$ cat src/rtl/bsrm_pkg.sv
// bsrm_pkg: types, codes and sequencer states for the backing-store region map
// used by bsrm_unit, bsrm_table and backing_store_region_map
// no dependencies
package bsrm_pkg;

  // input beat
  typedef struct packed {
    logic [1:0]  command;
    logic [6:0]  pid;
    logic [19:0] vpage;
    logic [3:0]  store_id;
    logic [7:0]  page_count;
  } in_item_t;

  // result beat
  typedef struct packed {
    logic [2:0] status;
    logic [2:0] found_store;
    logic [7:0] page_offset;
  } out_item_t;

  // command codes
  localparam logic [1:0] CMD_MAP    = 2'd0;
  localparam logic [1:0] CMD_LOOKUP = 2'd1;
  localparam logic [1:0] CMD_REMOVE = 2'd2;

  // status codes
  localparam logic [2:0] ST_OK        = 3'd0;
  localparam logic [2:0] ST_BAD_PID   = 3'd1;
  localparam logic [2:0] ST_LOW_PAGE  = 3'd2;
  localparam logic [2:0] ST_BAD_STORE = 3'd3;
  localparam logic [2:0] ST_BAD_COUNT = 3'd4;
  localparam logic [2:0] ST_NOT_FOUND = 3'd5;

  // configuration register indexes
  localparam int CFG_IDX_W = 1;
  localparam logic [CFG_IDX_W-1:0] CFG_FIRST_USER_PAGE = 1'd0;
  localparam logic [CFG_IDX_W-1:0] CFG_PROCESS_COUNT   = 1'd1;

  // configuration reset values
  localparam logic [19:0] FIRST_USER_PAGE_RST = 20'd4096;
  localparam logic [7:0]  PROCESS_COUNT_RST   = 8'd100;

  // sequencer states
  typedef enum logic [2:0] {
    S_IDLE,
    S_CHECK_PID,
    S_CHECK_PAGE,
    S_CHECK_STORE,
    S_CHECK_COUNT,
    S_SCAN,
    S_NOP
  } state_t;

  // shared compare unit request and response
  typedef struct packed {
    logic [19:0] a;
    logic [19:0] b;
    logic [7:0]  limit;
  } unit_req_t;

  typedef struct packed {
    logic        lt;
    logic [19:0] diff;
    logic        in_range;
  } unit_rsp_t;

  // one table entry as read out
  typedef struct packed {
    logic        valid;
    logic [6:0]  owner;
    logic [19:0] base;
    logic [7:0]  pages;
  } entry_t;

  // table write / clear request
  typedef struct packed {
    logic        wr_en;
    logic        clr_en;
    logic [6:0]  owner;
    logic [19:0] base;
    logic [7:0]  pages;
  } tbl_wr_t;

endpackage

$ cat src/rtl/bsrm_unit.sv
// bsrm_unit: shared subtract / compare unit of the region map sequencer
// gives a < b, a - b and whether a - b falls below an 8-bit limit
// depends on bsrm_pkg
module bsrm_unit
  import bsrm_pkg::*;
(
  input  unit_req_t req,
  output unit_rsp_t rsp
);

  logic [20:0] diff_w;

  assign diff_w = {1'b0, req.a} - {1'b0, req.b};

  always_comb begin
    rsp.lt       = diff_w[20];
    rsp.diff     = diff_w[19:0];
    rsp.in_range = !diff_w[20] && (diff_w[19:8] == 12'd0) && (diff_w[7:0] < req.limit);
  end

endmodule

$ cat src/rtl/bsrm_table.sv
// bsrm_table: region entries, one write or clear port and one read port
// valid marks reset to zero, entry payload is only read behind a valid mark
// depends on bsrm_pkg
module bsrm_table
  import bsrm_pkg::*;
#(
  parameter int STORES = 8,
  parameter int IDX_W  = 3
) (
  input  logic             clk,
  input  logic             rst_n,
  input  tbl_wr_t          wr,
  input  logic [IDX_W-1:0] wr_idx,
  input  logic [IDX_W-1:0] rd_idx,
  output entry_t           rd
);

  logic [STORES-1:0] valid_r;
  logic [6:0]        owner_r [STORES];
  logic [19:0]       base_r  [STORES];
  logic [7:0]        pages_r [STORES];

  always_ff @(posedge clk) begin
    if (!rst_n) begin
      valid_r <= '0;
    end else if (wr.wr_en) begin
      valid_r[wr_idx] <= 1'b1;
    end else if (wr.clr_en) begin
      valid_r[wr_idx] <= 1'b0;
    end
  end

  always_ff @(posedge clk) begin
    if (wr.wr_en) begin
      owner_r[wr_idx] <= wr.owner;
      base_r[wr_idx]  <= wr.base;
      pages_r[wr_idx] <= wr.pages;
    end
  end

  always_comb begin
    rd.valid = valid_r[rd_idx];
    rd.owner = owner_r[rd_idx];
    rd.base  = base_r[rd_idx];
    rd.pages = pages_r[rd_idx];
  end

endmodule

$ cat src/rtl/backing_store_region_map.sv
// backing_store_region_map: a map runs the pid, page, store and count checks in turn and a failed
// check ends it early; a lookup runs the pid and page checks, then scans entries in index order
// until a hit or the last entry (a miss); a remove scans for the first entry owned by the pid; an
// undefined command gives an ok result; one item in flight, a new beat is taken only from idle
// sync reset clears entry valid marks, sequencer and output; config regs go to 4096 and 100
// depends on bsrm_pkg, bsrm_unit, bsrm_table
module backing_store_region_map
  import bsrm_pkg::*;
#(
  parameter int STORES    = 8,
  parameter int MAX_PAGES = 200
) (
  input  logic                 clk,
  input  logic                 rst_n,
  // command input
  input  logic                 in_valid,
  output logic                 in_stall,
  input  in_item_t             in_data,
  // result output
  output logic                 out_valid,
  input  logic                 out_stall,
  output out_item_t            out_data,
  // register writes
  input  logic                 cfg_valid,
  output logic                 cfg_ready,
  input  logic [CFG_IDX_W-1:0] cfg_index,
  input  logic [19:0]          cfg_data
);

  localparam int IDX_W = (STORES > 1) ? $clog2(STORES) : 1;
  localparam logic [IDX_W-1:0] LAST_IDX = IDX_W'(STORES - 1);

  // config registers
  logic [19:0] fup_r;
  logic [7:0]  pcount_r;

  // sequencer state and the held command beat
  state_t           state_r, state_nxt;
  in_item_t         item_r, item_nxt;
  logic [IDX_W-1:0] scan_r, scan_nxt;

  // result register
  logic      out_valid_r, out_valid_nxt;
  out_item_t out_data_r, out_data_nxt;
  logic      out_load;
  logic      out_free;

  // shared unit and table
  unit_req_t        ureq;
  unit_rsp_t        ursp;
  tbl_wr_t          tbl_wr;
  logic [IDX_W-1:0] tbl_idx;
  entry_t           entry;
  logic             owner_hit;

  bsrm_unit u_unit (
    .req (ureq),
    .rsp (ursp)
  );

  bsrm_table #(
    .STORES (STORES),
    .IDX_W  (IDX_W)
  ) u_table (
    .clk    (clk),
    .rst_n  (rst_n),
    .wr     (tbl_wr),
    .wr_idx (tbl_idx),
    .rd_idx (scan_r),
    .rd     (entry)
  );

  // register port is always able to take a write; the user must write only while idle, the block does not enforce it
  assign cfg_ready = 1'b1;

  always_ff @(posedge clk) begin
    if (!rst_n) begin
      fup_r    <= FIRST_USER_PAGE_RST;
      pcount_r <= PROCESS_COUNT_RST;
    end else if (cfg_valid && cfg_ready) begin
      case (cfg_index)
        CFG_FIRST_USER_PAGE: fup_r    <= cfg_data;
        CFG_PROCESS_COUNT:   pcount_r <= cfg_data[7:0];
        default: ;
      endcase
    end
  end

  // one item at a time: take a beat only from idle
  assign in_stall = (state_r != S_IDLE);

  // the result slot is free when empty or being drained this cycle
  assign out_free  = !out_valid_r || !out_stall;
  assign out_valid = out_valid_r;
  assign out_data  = out_data_r;

  // entry under the scan pointer belongs to the asking pid
  assign owner_hit = entry.valid && (entry.owner == item_r.pid);

  // the table index is the map target while writing, else the scan pointer
  assign tbl_idx = (state_r == S_CHECK_COUNT) ? IDX_W'(item_r.store_id) : scan_r;

  always_ff @(posedge clk) begin
    if (!rst_n) begin
      state_r     <= S_IDLE;
      scan_r      <= '0;
      out_valid_r <= 1'b0;
    end else begin
      state_r     <= state_nxt;
      scan_r      <= scan_nxt;
      out_valid_r <= out_valid_nxt;
    end
  end

  // payload registers, no reset needed
  always_ff @(posedge clk) begin
    item_r <= item_nxt;
    if (out_load) begin
      out_data_r <= out_data_nxt;
    end
  end

  always_comb begin
    state_nxt    = state_r;
    item_nxt     = item_r;
    scan_nxt     = scan_r;
    out_load     = 1'b0;
    out_data_nxt = '0;
    ureq         = '0;
    tbl_wr       = '0;
    tbl_wr.owner = item_r.pid;
    tbl_wr.base  = item_r.vpage;
    tbl_wr.pages = item_r.page_count;

    case (state_r)
      S_IDLE: begin
        if (in_valid && !in_stall) begin
          item_nxt = in_data;
          scan_nxt = '0;
          case (in_data.command)
            CMD_MAP, CMD_LOOKUP: state_nxt = S_CHECK_PID;
            CMD_REMOVE:          state_nxt = S_SCAN;
            default:             state_nxt = S_NOP;
          endcase
        end
      end

      // pid must be nonzero and below process_count
      S_CHECK_PID: begin
        ureq.a = 20'(item_r.pid);
        ureq.b = 20'(pcount_r);
        if (item_r.pid == 7'd0 || !ursp.lt) begin
          out_data_nxt.status = ST_BAD_PID;
          if (out_free) begin
            out_load  = 1'b1;
            state_nxt = S_IDLE;
          end
        end else begin
          state_nxt = S_CHECK_PAGE;
        end
      end

      // page must not be below first_user_page
      S_CHECK_PAGE: begin
        ureq.a = item_r.vpage;
        ureq.b = fup_r;
        if (ursp.lt) begin
          out_data_nxt.status = ST_LOW_PAGE;
          if (out_free) begin
            out_load  = 1'b1;
            state_nxt = S_IDLE;
          end
        end else if (item_r.command == CMD_MAP) begin
          state_nxt = S_CHECK_STORE;
        end else begin
          state_nxt = S_SCAN;
        end
      end

      // store index must be below STORES
      S_CHECK_STORE: begin
        ureq.a = 20'(item_r.store_id);
        ureq.b = 20'(STORES);
        if (!ursp.lt) begin
          out_data_nxt.status = ST_BAD_STORE;
          if (out_free) begin
            out_load  = 1'b1;
            state_nxt = S_IDLE;
          end
        end else begin
          state_nxt = S_CHECK_COUNT;
        end
      end

      // count must not exceed MAX_PAGES, then write the entry
      S_CHECK_COUNT: begin
        ureq.a = 20'(MAX_PAGES);
        ureq.b = 20'(item_r.page_count);
        out_data_nxt.status = ursp.lt ? ST_BAD_COUNT : ST_OK;
        if (out_free) begin
          out_load     = 1'b1;
          tbl_wr.wr_en = !ursp.lt;
          state_nxt    = S_IDLE;
        end
      end

      // one entry per cycle in index order
      S_SCAN: begin
        ureq.a     = item_r.vpage;
        ureq.b     = entry.base;
        ureq.limit = entry.pages;
        if (item_r.command == CMD_REMOVE && owner_hit) begin
          out_data_nxt.status = ST_OK;
          if (out_free) begin
            out_load      = 1'b1;
            tbl_wr.clr_en = 1'b1;
            state_nxt     = S_IDLE;
          end
        end else if (item_r.command != CMD_REMOVE && owner_hit && ursp.in_range) begin
          out_data_nxt.status      = ST_OK;
          out_data_nxt.found_store = 3'(scan_r);
          out_data_nxt.page_offset = ursp.diff[7:0];
          if (out_free) begin
            out_load  = 1'b1;
            state_nxt = S_IDLE;
          end
        end else if (scan_r == LAST_IDX) begin
          out_data_nxt.status = ST_NOT_FOUND;
          if (out_free) begin
            out_load  = 1'b1;
            state_nxt = S_IDLE;
          end
        end else begin
          scan_nxt = scan_r + IDX_W'(1);
        end
      end

      // undefined command: no change, ok status
      S_NOP: begin
        out_data_nxt.status = ST_OK;
        if (out_free) begin
          out_load  = 1'b1;
          state_nxt = S_IDLE;
        end
      end

      default: begin
        state_nxt = S_IDLE;
      end
    endcase

    // result register: load, hold while stalled, drop once taken
    if (out_load) begin
      out_valid_nxt = 1'b1;
    end else if (out_valid_r && !out_stall) begin
      out_valid_nxt = 1'b0;
    end else begin
      out_valid_nxt = out_valid_r;
    end
  end

  // scan pointer never leaves the table
  a_scan_range: assert property (@(posedge clk) disable iff (!rst_n)
    state_r == S_SCAN |-> scan_r <= LAST_IDX)
    else $error("scan pointer past last entry");

  // an entry is written only by a map that passed the store check
  a_write_guard: assert property (@(posedge clk) disable iff (!rst_n)
    tbl_wr.wr_en |-> (state_r == S_CHECK_COUNT) && (item_r.command == CMD_MAP)
                     && (20'(item_r.store_id) < 20'(STORES)))
    else $error("table write outside a checked map");

  // a remove only clears an entry that is valid and owned by the pid
  a_clear_guard: assert property (@(posedge clk) disable iff (!rst_n)
    tbl_wr.clr_en |-> owner_hit && (item_r.command == CMD_REMOVE))
    else $error("clear of an entry not owned by the pid");

  // loading a result ends the item
  a_load_ends: assert property (@(posedge clk) disable iff (!rst_n)
    out_load |=> (state_r == S_IDLE) && out_valid_r)
    else $error("sequencer busy after result load");

endmodule

$ cat config.mk
export PLATFORM = sky130hd
export DESIGN_NAME = backing_store_region_map
export DESIGN_NICKNAME = d
export VERILOG_FILES = /design/src/rtl/bsrm_pkg.sv /design/src/rtl/bsrm_unit.sv /design/src/rtl/bsrm_table.sv /design/src/rtl/backing_store_region_map.sv
export SDC_FILE = /design/constraint.sdc
export NUM_CORES = 1
export LEC_CHECK = 0
export BUFFER_PORTS_ARGS = -buffer_cell sky130_fd_sc_hd__buf_2
export CAP_MARGIN = 20
export CORE_AREA = 4 4 187 225
export CTS_BUF_LIST = sky130_fd_sc_hd__clkbuf_8
export CTS_CLUSTER_DIAMETER = 120
export DETAILED_ROUTE_END_ITERATION = 12
export DIE_AREA = 0 0 191 229
export PLACE_DENSITY = 0.68
export SLEW_MARGIN = 30
export SYNTH_ARGS = -nofsm -noshare
export SYNTH_HDL_FRONTEND = slang
export SYNTH_SLANG_ARGS = --single-unit
$ cat constraint.sdc
create_clock -name clk -period 19.1 [get_ports clk]
set_input_delay 1.91 -clock clk [delete_from_list [all_inputs] [get_ports clk]]
set_output_delay 1.91 -clock clk [all_outputs]
set_load 0.02 [all_outputs]
-- Word level (Yosys, flattened, before mapping)
Memory sizes are Yosys's and may differ from the RTL's. A register that Yosys moved wholly into a read port is not among the register bits.
Index checks and enable logic that the tools add are counted.
- $add $sub $neg: 2
- order comparisons: 4
- equal/unequal tests: 17
- mux-type cells: 55
- bitwise operators: 6
- reductions and logical operators: 32
- operator list (kind ; number):
    one-hot mux 40 bit (5 select lines) ; 1
    2-to-1 mux 3 bit ; 24
    2-to-1 mux 8 bit ; 3
    subtractor 20 x 20 -> 21 bit ; 1
    2-to-1 mux 1 bit ; 18
    one-hot mux 3 bit (6 select lines) ; 1
    one-hot mux 3 bit (5 select lines) ; 1
    equality test 3 bit, second input constant ; 4
    logical NOT 12 bit ; 1
    one-hot mux 3 bit (2 select lines) ; 2
    inequality test 2 bit, second input constant ; 5
    logical AND 1 bit ; 9
    bitwise AND 8 bit ; 1
    < comparator 3 x 4 -> 1 bit, second input constant ; 2
    < comparator 8 bit ; 1
    inverter 8 bit ; 1
    OR 8 bit ; 1
    AND reduction 2 bit ; 4
    equality test 7 bit ; 1
    logical NOT 7 bit ; 1
    equality test 3 x 2 -> 1 bit, second input constant ; 2
    nonzero test 2 bit ; 3
    one-hot mux 1 bit (5 select lines) ; 1
    AND reduction 5 bit ; 1
    other kinds (17) ; 27
- register bits: 98
- bits in writable memories: 280
- input bits: 67
- output and inout bits: 17
- memories kept: 3
- memory list (memory ; words ; bits a word ; read ports ; clocked after Yosys merged registers in ; wr ports ; RTL line ; text):
    u_table.base_r ; 8 ; 20 ; 1 ; 1 ; 1 ; bsrm_table.sv:20 ; logic [19:0] base_r [STORES];
    u_table.pages_r ; 8 ; 8 ; 1 ; 1 ; 1 ; bsrm_table.sv:21 ; logic [7:0] pages_r [STORES];
    u_table.owner_r ; 8 ; 7 ; 1 ; 1 ; 1 ; bsrm_table.sv:19 ; logic [6:0] owner_r [STORES];

-- Logic depth before layout (Yosys ltp)
Gate-level depths: netlist of the first run.
- word-level depth: 12
- gate-level depth with buffers: 25
- mapped depth without buffers: 22

-- Cells and area by module
From an unflattened synthesis of the first run, not the netlist that was laid out.
- cells, all modules: 1062
- area total of the unflattened synthesis: 16868.7 um^2
- modules (own cells, without submodules) (module ; times used ; cells each ; area each (um^2)):
    bsrm_table ; 1 ; 448 ; 11194.5
    backing_store_region_map ; 1 ; 421 ; 4334.2
    bsrm_unit ; 1 ; 193 ; 1340.0

-- Worst setup path after synthesis of the first run
OpenSTA, ideal clock, no wires.
- path kind: register to register
- from: register with a tool-made name
- to: register with a tool-made name
- arrival time: 6.288 ns
- setup slack: 12.734 ns
- stages on the path, launching flop included: 20
- path buffers: 5
- cells stage by stage: dfxtp_1 -> buf_2 -> buf_1 -> buf_1 -> mux4_2 -> mux2i_1 -> nor2_1 -> a221oi_1 -> fa_1 -> a21o_1 -> a221oi_4 -> o21ai_2 -> o2111ai_1 -> and2_1 -> buf_2 -> or4_1 -> clkbuf_1 -> nor2_1 -> o21ai_0 -> a31oi_1

-- Worst setup path after layout of the first run
- from: register state_r[0]
- to: register out_data_r (netlist bit out_data[10]) (enable)
- elaborated cells on any way between the ends: 23
- classes of those cells: add/sub: 1; order compare: 1; eq/ne: 6; mux: 8; reduce/logical: 7
- RTL lines (item ; RTL line ; text):
    start: declaration ; backing_store_region_map.sv:38 ; state_t state_r, state_nxt;
    start signal: assignment ; backing_store_region_map.sv:109 ; state_r <= state_nxt;
    equality test 3 bit (tied with other cells) ; backing_store_region_map.sv:135 ; case (state_r)
    one-hot mux 40 bit (5 select lines) (*) ; backing_store_region_map.sv:135 ;
    subtractor 20 x 20 -> 21 bit (*) ; bsrm_unit.sv:13 ; assign diff_w = {1'b0, req.a} - {1'b0, req.b};
    via u_unit.diff_w[6] ; bsrm_unit.sv:11 ; logic [20:0] diff_w;
    < comparator 8 bit (*) ; bsrm_unit.sv:18 ; rsp.in_range = !diff_w[20] && (diff_w[19:8] == 12'd0) && (diff_w[7:0] < req.limit);
    logical AND 1 bit (*) ; bsrm_unit.sv:18 ;
    logical AND 1 bit (*) ; backing_store_region_map.sv:219 ; end else if (item_r.command != CMD_REMOVE && owner_hit && ursp.in_range) begin
    2-to-1 mux 1 bit (*) ; backing_store_region_map.sv:219 ;
    2-to-1 mux 1 bit (*) ; backing_store_region_map.sv:212 ; if (item_r.command == CMD_REMOVE && owner_hit) begin
    one-hot mux 1 bit (5 select lines) (*) ; backing_store_region_map.sv:135 ;
    via out_load ; backing_store_region_map.sv:45 ; logic out_load;
    end signal: assignment ; backing_store_region_map.sv:119 ; out_data_r <= out_data_nxt;
    end: declaration ; backing_store_region_map.sv:44 ; out_item_t out_data_r, out_data_nxt;
The timed path passes the listed nets; every way through them passes the cells marked *.
A chain may end at the register's enable or synchronous reset.

==> results of run 1 <==
-- through the flow --
stage | cell area (um2) | utilization | hold WS (ps)
2_1_floorplan | 16600 | - | 433
3_3_place_gp | 17600 | 0.443 | 447
3_5_place_dp | 17600 | 0.443 | 451
4_1_cts | 18700 | 0.472 | 459
5_1_grt | 18800 | 0.472 | 483
6_report | 18800 | 0.472 | 457
-- cells in the final DEF, fill, tap and decap left out, drive strengths merged, types with 33 or more instances in the layout --
cell	synthesis	final
a21oi	70	70
buf	27	98
clkbuf	33	63
dfxtp	46	46
edfxtp	335	335
inv	19	33
mux4	70	70
nand2	104	104
nor2	66	66
o21ai	34	34
-- cell families (layout without fill, tap and decap cells) --
group | after synthesis | count (layout) | share of synthesized area
flip-flops | 381 | 381 | 0.662
AND/OR/NAND/NOR | 276 | 276 | 0.0775
AO/OA/AOI/OAI | 211 | 211 | 0.0847
multiplexers | 115 | 115 | 0.123
buffers and inverters | 79 | 226 | 0.0198
adder cells (fa/ha/maj) | 30 | 30 | 0.0231
XOR/XNOR | 17 | 17 | 0.00898
other | 1 | 2 | 0.000226
-- report_power, final --
| group | switching [mW] | internal (mW) | total [mW] |
|---|---|---|---|
| logic | 0.679 | 0.447 | 1.13 |
| clock network | 0.311 | 0.346 | 0.657 |
| registers | 0.104 | 1.05 | 1.15 |
| total | 1.09 | 1.84 | 2.93 |
-- worst max-delay path, delay by kind of cell, from the launching register on --
kind / cells / cell delay [ps]
compound gates: 7 / 2610
xor+xnor: 1 / 220
fa+ha+maj: 3 / 910
buf+inv: 2 / 130
flops: 1 / 920
simple gates: 6 / 2080
-- routing by layer --
layer	vias up	wire length, um	global-route usage
li1	4554	-	-
met1	5042	16600	0.241
met2	336	19500	0.296
met3	73	2160	0.0317
met4	0	1230	0.0651
met5	-	0	0
-- registers in the layout, summed over array words and instances, names as in the netlist, named ones only --
signal           cells
u_table.owner_r     56
fup_r               20
state_r              3
pcount_r             8
out_data            14
u_table.pages_r     64
out_valid            1
item_r              41
scan_r               3
u_table.base_r     160
-- worst min-delay path by stage --
stage                                          end  slack [ps]  cells after the start
after CTS                   fup_r[15]$_SDFFE_PN0P_         460                      2
after global routing         fup_r[7]$_SDFFE_PN0P_         480                      2
final                        fup_r[6]$_SDFFE_PN0P_         460                      2
after global placement      fup_r[15]$_SDFFE_PN0P_         450                      2
after floorplan           pcount_r[3]$_SDFFE_PN0P_         430                      2
after detailed placement    fup_r[15]$_SDFFE_PN0P_         450                      2
-- cell type report --
| cell class | instances | area (um2) | area share |
|---|---|---|---|
| Antenna cell | 1 | 2.50 | 0.000133 |
| Clock buffer | 63 | 867 | 0.0462 |
| Clock inverter | 46 | 280 | 0.0149 |
| Inverter | 19 | 71.3 | 0.00380 |
| Multi-Input combinational cell | 650 | 5350 | 0.285 |
| Sequential cell | 381 | 11000 | 0.586 |
| Tap cell | 533 | 667 | 0.0356 |
| Timing Repair Buffer | 98 | 531 | 0.0283 |
==> metrics.txt, run 1 <==
status complete, no violations; first-pass GRT wire length just over 60000 um; # clock sinks ~380; Final Hold Viols 0; Post-Syn Nets approximately 1200; capturing point of the worst reg2reg path out_data[10]$_SDFFCE_PP0P_; Pleak between 6 and 7 nW; initial core utilization 0.417; PnR worst setup slack about 12000 ps; r2r setup slk approximately 12000 ps; antenna-violating nets left 0; Gate Count Post-Synth around 1100; Routed WL per cell ~22 um; CTS root buf clkbuf_8; # fillers roughly 3500; sequential-to-total area share from yosys stat 0.662; # resized after CTS 0; routed wire length 39600 um; number of port buffers approximately 80; r2r startpoint state_r[0]$_SDFFE_PN0P_; Place WS 11910 ps; worst hold start fup_r[6]$_SDFFE_PN0P_; ys async rst share 0; area grow syn2layout 13.1%; CTS max path bufs 3; Ports 84; worst-case reg-to-reg path depth 19; Die Ht 229 um; Slew Limit Headroom 0.380; most common cell in the netlist edfxtp_1; Critical Path, Cell by Cell nor2b_1 > nand2_1 > o221ai_1 > ha_1 > inv_1 > fa_1 > a21o_1 > a221oi_4 > xor2_1 > inv_1 > ha_1 > and4_1 > a211o_1 > nor2_1 > nand4b_1 > a2111o_1 > o31ai_1 > and2_1 > o211a_1; Achievable Freq about 0.14 GHz; final non-filler cell total about 1800; slowest stage delay, CP 920 ps; RD Place Congestion around 0.91; Critical Path End out_data[10]$_SDFFCE_PP0P_; post-synth top area cell edfxtp_1; Netlist cell types 66; Worst EP required a little under 20000 ps; Placeable Area 39700 um2; crit-path max FO 26; Slew Limit Fails 0; endpoint class of the critical path register; EDFF count, synth 335; nets around 1300; CP arrival 7490 ps; GRT Total Usage 0.180; critical path class reg -> reg; drt initial violations slightly below 900; TritonRoute pass-1 iters 5; RSZ-0062 raised after global routing no; Clock Pin Slew Worst Setup and Hold Paths about 60 ps; Final min period 7260 ps; post-cts hold buffer count 0; antenna violations before repair 1; MaxCap Viol Count 0; # Post-CTS Setup Buffers 0; PwrDens between 150 and 200 nW/um2; Slew @ Worst Pin a little over 900 ps; area of the die 43700 um2; vias in the first global route between 10000 and 15000; Synthesis Warnings 0; Worst Hold Class reg -> reg; peak supply drop 0.0856 mV; synthesized flop and latch total between 300 and 400; clk_skew between 20 and 30 ps; die width 191 um; largest net degree at the start of global routing between 40 and 50; row count 80; setup tns final 0 ps; clock latency on the worst-skew pair a little over 600 ps; Final Cycle Share 0.380; CTS tree done; Placed Cells 1681; slowest cell on the critical path dfxtp_1; Finish-stage setup viols 0; aggregate global routing overflow 0; Synth area leaders edfxtp_1 (61%), mux4_2 (9.5%), dfxtp_1 (5.6%); Commonest cells post-synth edfxtp_1 (335), nand2_1 (104), a21oi_1 (70), mux4_2 (70), nor2_1 (66); top_reg_cell synth edfxtp_1; H-tree Lvls 2; dpl hpwl 26100 um; Pwr Total just under 3 mW; syn_area_per_cell approximately 15 um2; DRC Markers 0; Yosys top cell area share 0.607; Crit. Startpoint state_r[0]$_SDFFE_PN0P_; layout cells sized above 1 0.232; Inserted Clock Buffers 58; routed vias/inst 5.59; vias between 10000 and 15000; Netlist Area Pre-Place approximately 17000 um2; critical path launch point type register
(Power assumes the default switching activity.)
==> run 2: changes to the inputs <==
PLACE_DENSITY = 0.7   (was 0.68)
clock period = 6.3 ns   (was 19.1 ns; I/O delays follow)
==> metrics.txt, run 2 (synthesis results as in run 1) <==
post-cts hold buffer count 0 (unchanged); Worst Hold Class in -> reg; PnR worst setup slack 516 ps (-11320 ps); largest net degree at the start of global routing 43 (+2.4%); routed wire length 42600 um (+7.6%); Placeable Area 39700 um2 (unchanged); DRC Markers 0 (unchanged); dpl hpwl 27700 um (+6.2%); storage element area 11000 um2 (unchanged); CTS root buf clkbuf_8; status complete, no violations; layout cells sized above 1 0.237 (+0.00522); GRT Total Usage 0.193 (+0.0136); largest registers u_table.base_r (160), u_table.pages_r (64), u_table.owner_r (56); crit-path max FO 14 (-46%); slowest cell on the critical path mux4_2; most common cell after layout, fill and taps aside edfxtp_1; Slew Limit Fails 0 (unchanged); largest register by flop count u_table.base_r; critical path launch point type register; antenna-violating nets left 0 (unchanged); Multi-input gate area 5340 um2 (about the same); Place WS 224 ps (-11690 ps); RD Place Congestion 0.912 (+0.56%); Pleak 6.36 nW (+2.3%); endpoint class of the critical path register; slowest stage delay, CP 540 ps (-380 ps); Slew @ Worst Pin 887 ps (-40.3 ps); Final min period 5780 ps (-1480 ps); commonest cells after routing, fill and taps aside edfxtp_1 (335), nand2_1 (104), buf_2 (82); area of the die 43700 um2 (unchanged); PwrDens 477 nW/um2 (+200%); Slew Limit Headroom 0.403 (+0.0229); Achievable Freq 0.173 GHz (+26%); Critical Path, Cell by Cell buf_4 > mux4_2 > mux2i_1 > o221ai_1 > ha_1 > nand2b_1 > a21oi_1 > nor2_1 > o21ai_0 > xnor2_1 > inv_1 > ha_1 > and4_1 > a211o_1 > nor2_1 > nand4b_1 > a2111o_1 > o31ai_1 > and2_1 > o211a_2; nets 1326 (+1.6%); CP arrival 6050 ps (-1440 ps); initial core utilization 0.417 (unchanged); peak supply drop 0.362 mV (+320%); critical path class reg -> reg; clock latency on the worst-skew pair 640 ps (+20 ps); clk_skew 18.2 ps (-8.55 ps); CTS tree done; first-pass GRT wire length 63900 um (+5.5%); # clock sinks 381 (unchanged); drt initial violations 1015 (+17%); aggregate global routing overflow 0 (unchanged); WHS 172 ps (-285 ps); routed vias/inst 5.70 (+2.1%); row count 80 (unchanged); Routed WL per cell 23.5 um (+6.2%); Finish-stage setup viols 0 (unchanged); max reg flops 160 (unchanged); # fillers 3427 (-1.0%); RSZ-0062 raised after global routing no; H-tree Lvls 2 (unchanged); die width 191 um (unchanged); final core utilization 0.478 (+0.00620); Ports 84 (unchanged); number of port buffers 82 (unchanged); Final Hold Viols 0 (unchanged); MaxCap Viol Count 0 (unchanged); antenna violations before repair 4 (+3); final non-filler cell total 1815 (+1.3%); Worst EP required 6570 ps (-12760 ps); vias 10300 (+3.4%); Placed Cells 1700 (+1.1%); CTS max path bufs 3 (unchanged); Final Cycle Share 0.918 (+0.538); Clock Pin Slew Worst Setup and Hold Paths 60 ps (about the same); TritonRoute pass-1 iters 5 (unchanged); Die Ht 229 um (unchanged); area grow syn2layout 14.6%; vias in the first global route 10400 (+2.3%); Inserted Clock Buffers 59 (+1.7%)
==> run 2: cell count changes in the layout (fill, tap and decap cells not counted), moves of 2 or more <==
cell | before | now
clkinvlp_4 | 3 | 1
buf_4 | 16 | 28
clkinv_2 | 14 | 8
buf_12 | 0 | 7
inv_1 | 32 | 43
==> run 2: routing by layer <==
metal	global-route usage	share of wire	vias up
met2	0.320	0.49	431
met1	0.260	0.41	5248
met5	0	0.00063	-
li1	-	-	4590
met3	0.0385	0.069	75
met4	0.0593	0.027	4
==> run 2: repair_timing <==
action	4_1_cts	5_1_grt
buffers inserted	0	1
resized for setup	0	1
endpoints found under the setup margin	0	14
==> run 2: cell type report <==
type | count | area share
clock inverter | 50 | 0.0150
antenna | 2 | 0.000263
timing repair buffer | 118 | 0.0414
clock buffer | 62 | 0.0449
inverter | 19 | 0.00375
multi-input combinational | 650 | 0.281
sequential | 381 | 0.578
tap | 533 | 0.0351
==> run 2: final timing paths <==
kind / startpoint / endpoint / slack (ps) / depth (start not counted)
setup / recovery: register / out_data[5]$_SDFFCE_PP0P_ / 520 / 20
hold / removal: in_data[38] / item_r[38]$_DFFE_PP_ / 170 / 1
setup reg to reg: register / out_data[5]$_SDFFCE_PP0P_ / 520 / 20
hold reg to reg: fup_r[18]$_SDFFE_PN0P_ / fup_r[18]$_SDFFE_PN0P_ / 470 / 2
==> run 2: where the power goes <==
group | internal (mW) | total (mW) | switching, mW
sequential | 3.17 | 3.45 | 0.274
clock | 1.04 | 1.98 | 0.945
combinational | 1.43 | 3.63 | 2.20
==> run 2: critical path: cells and delay by family (launching register included) <==
kind,cells,cell delay (ps)
adder cells (fa/ha/maj),2,530
multiplexers,2,700
XOR/XNOR,1,190
AO/OA/AOI/OAI,7,2150
buffers and inverters,2,410
AND/OR/NAND/NOR,6,920
flip-flops,1,510
==> run 2: per-stage QoR <==
step | TNS, ps | power, mW | instance area [um2]
final | 0 | 9.06 | 19000
after global routing | 0 | 9.59 | 19000
after CTS | 0 | 9.07 | 19000
after detailed placement | 0 | 7.07 | 17800
after global placement | 0 | 7.03 | 17800
after floorplan | -7090 | 5.99 | 16600
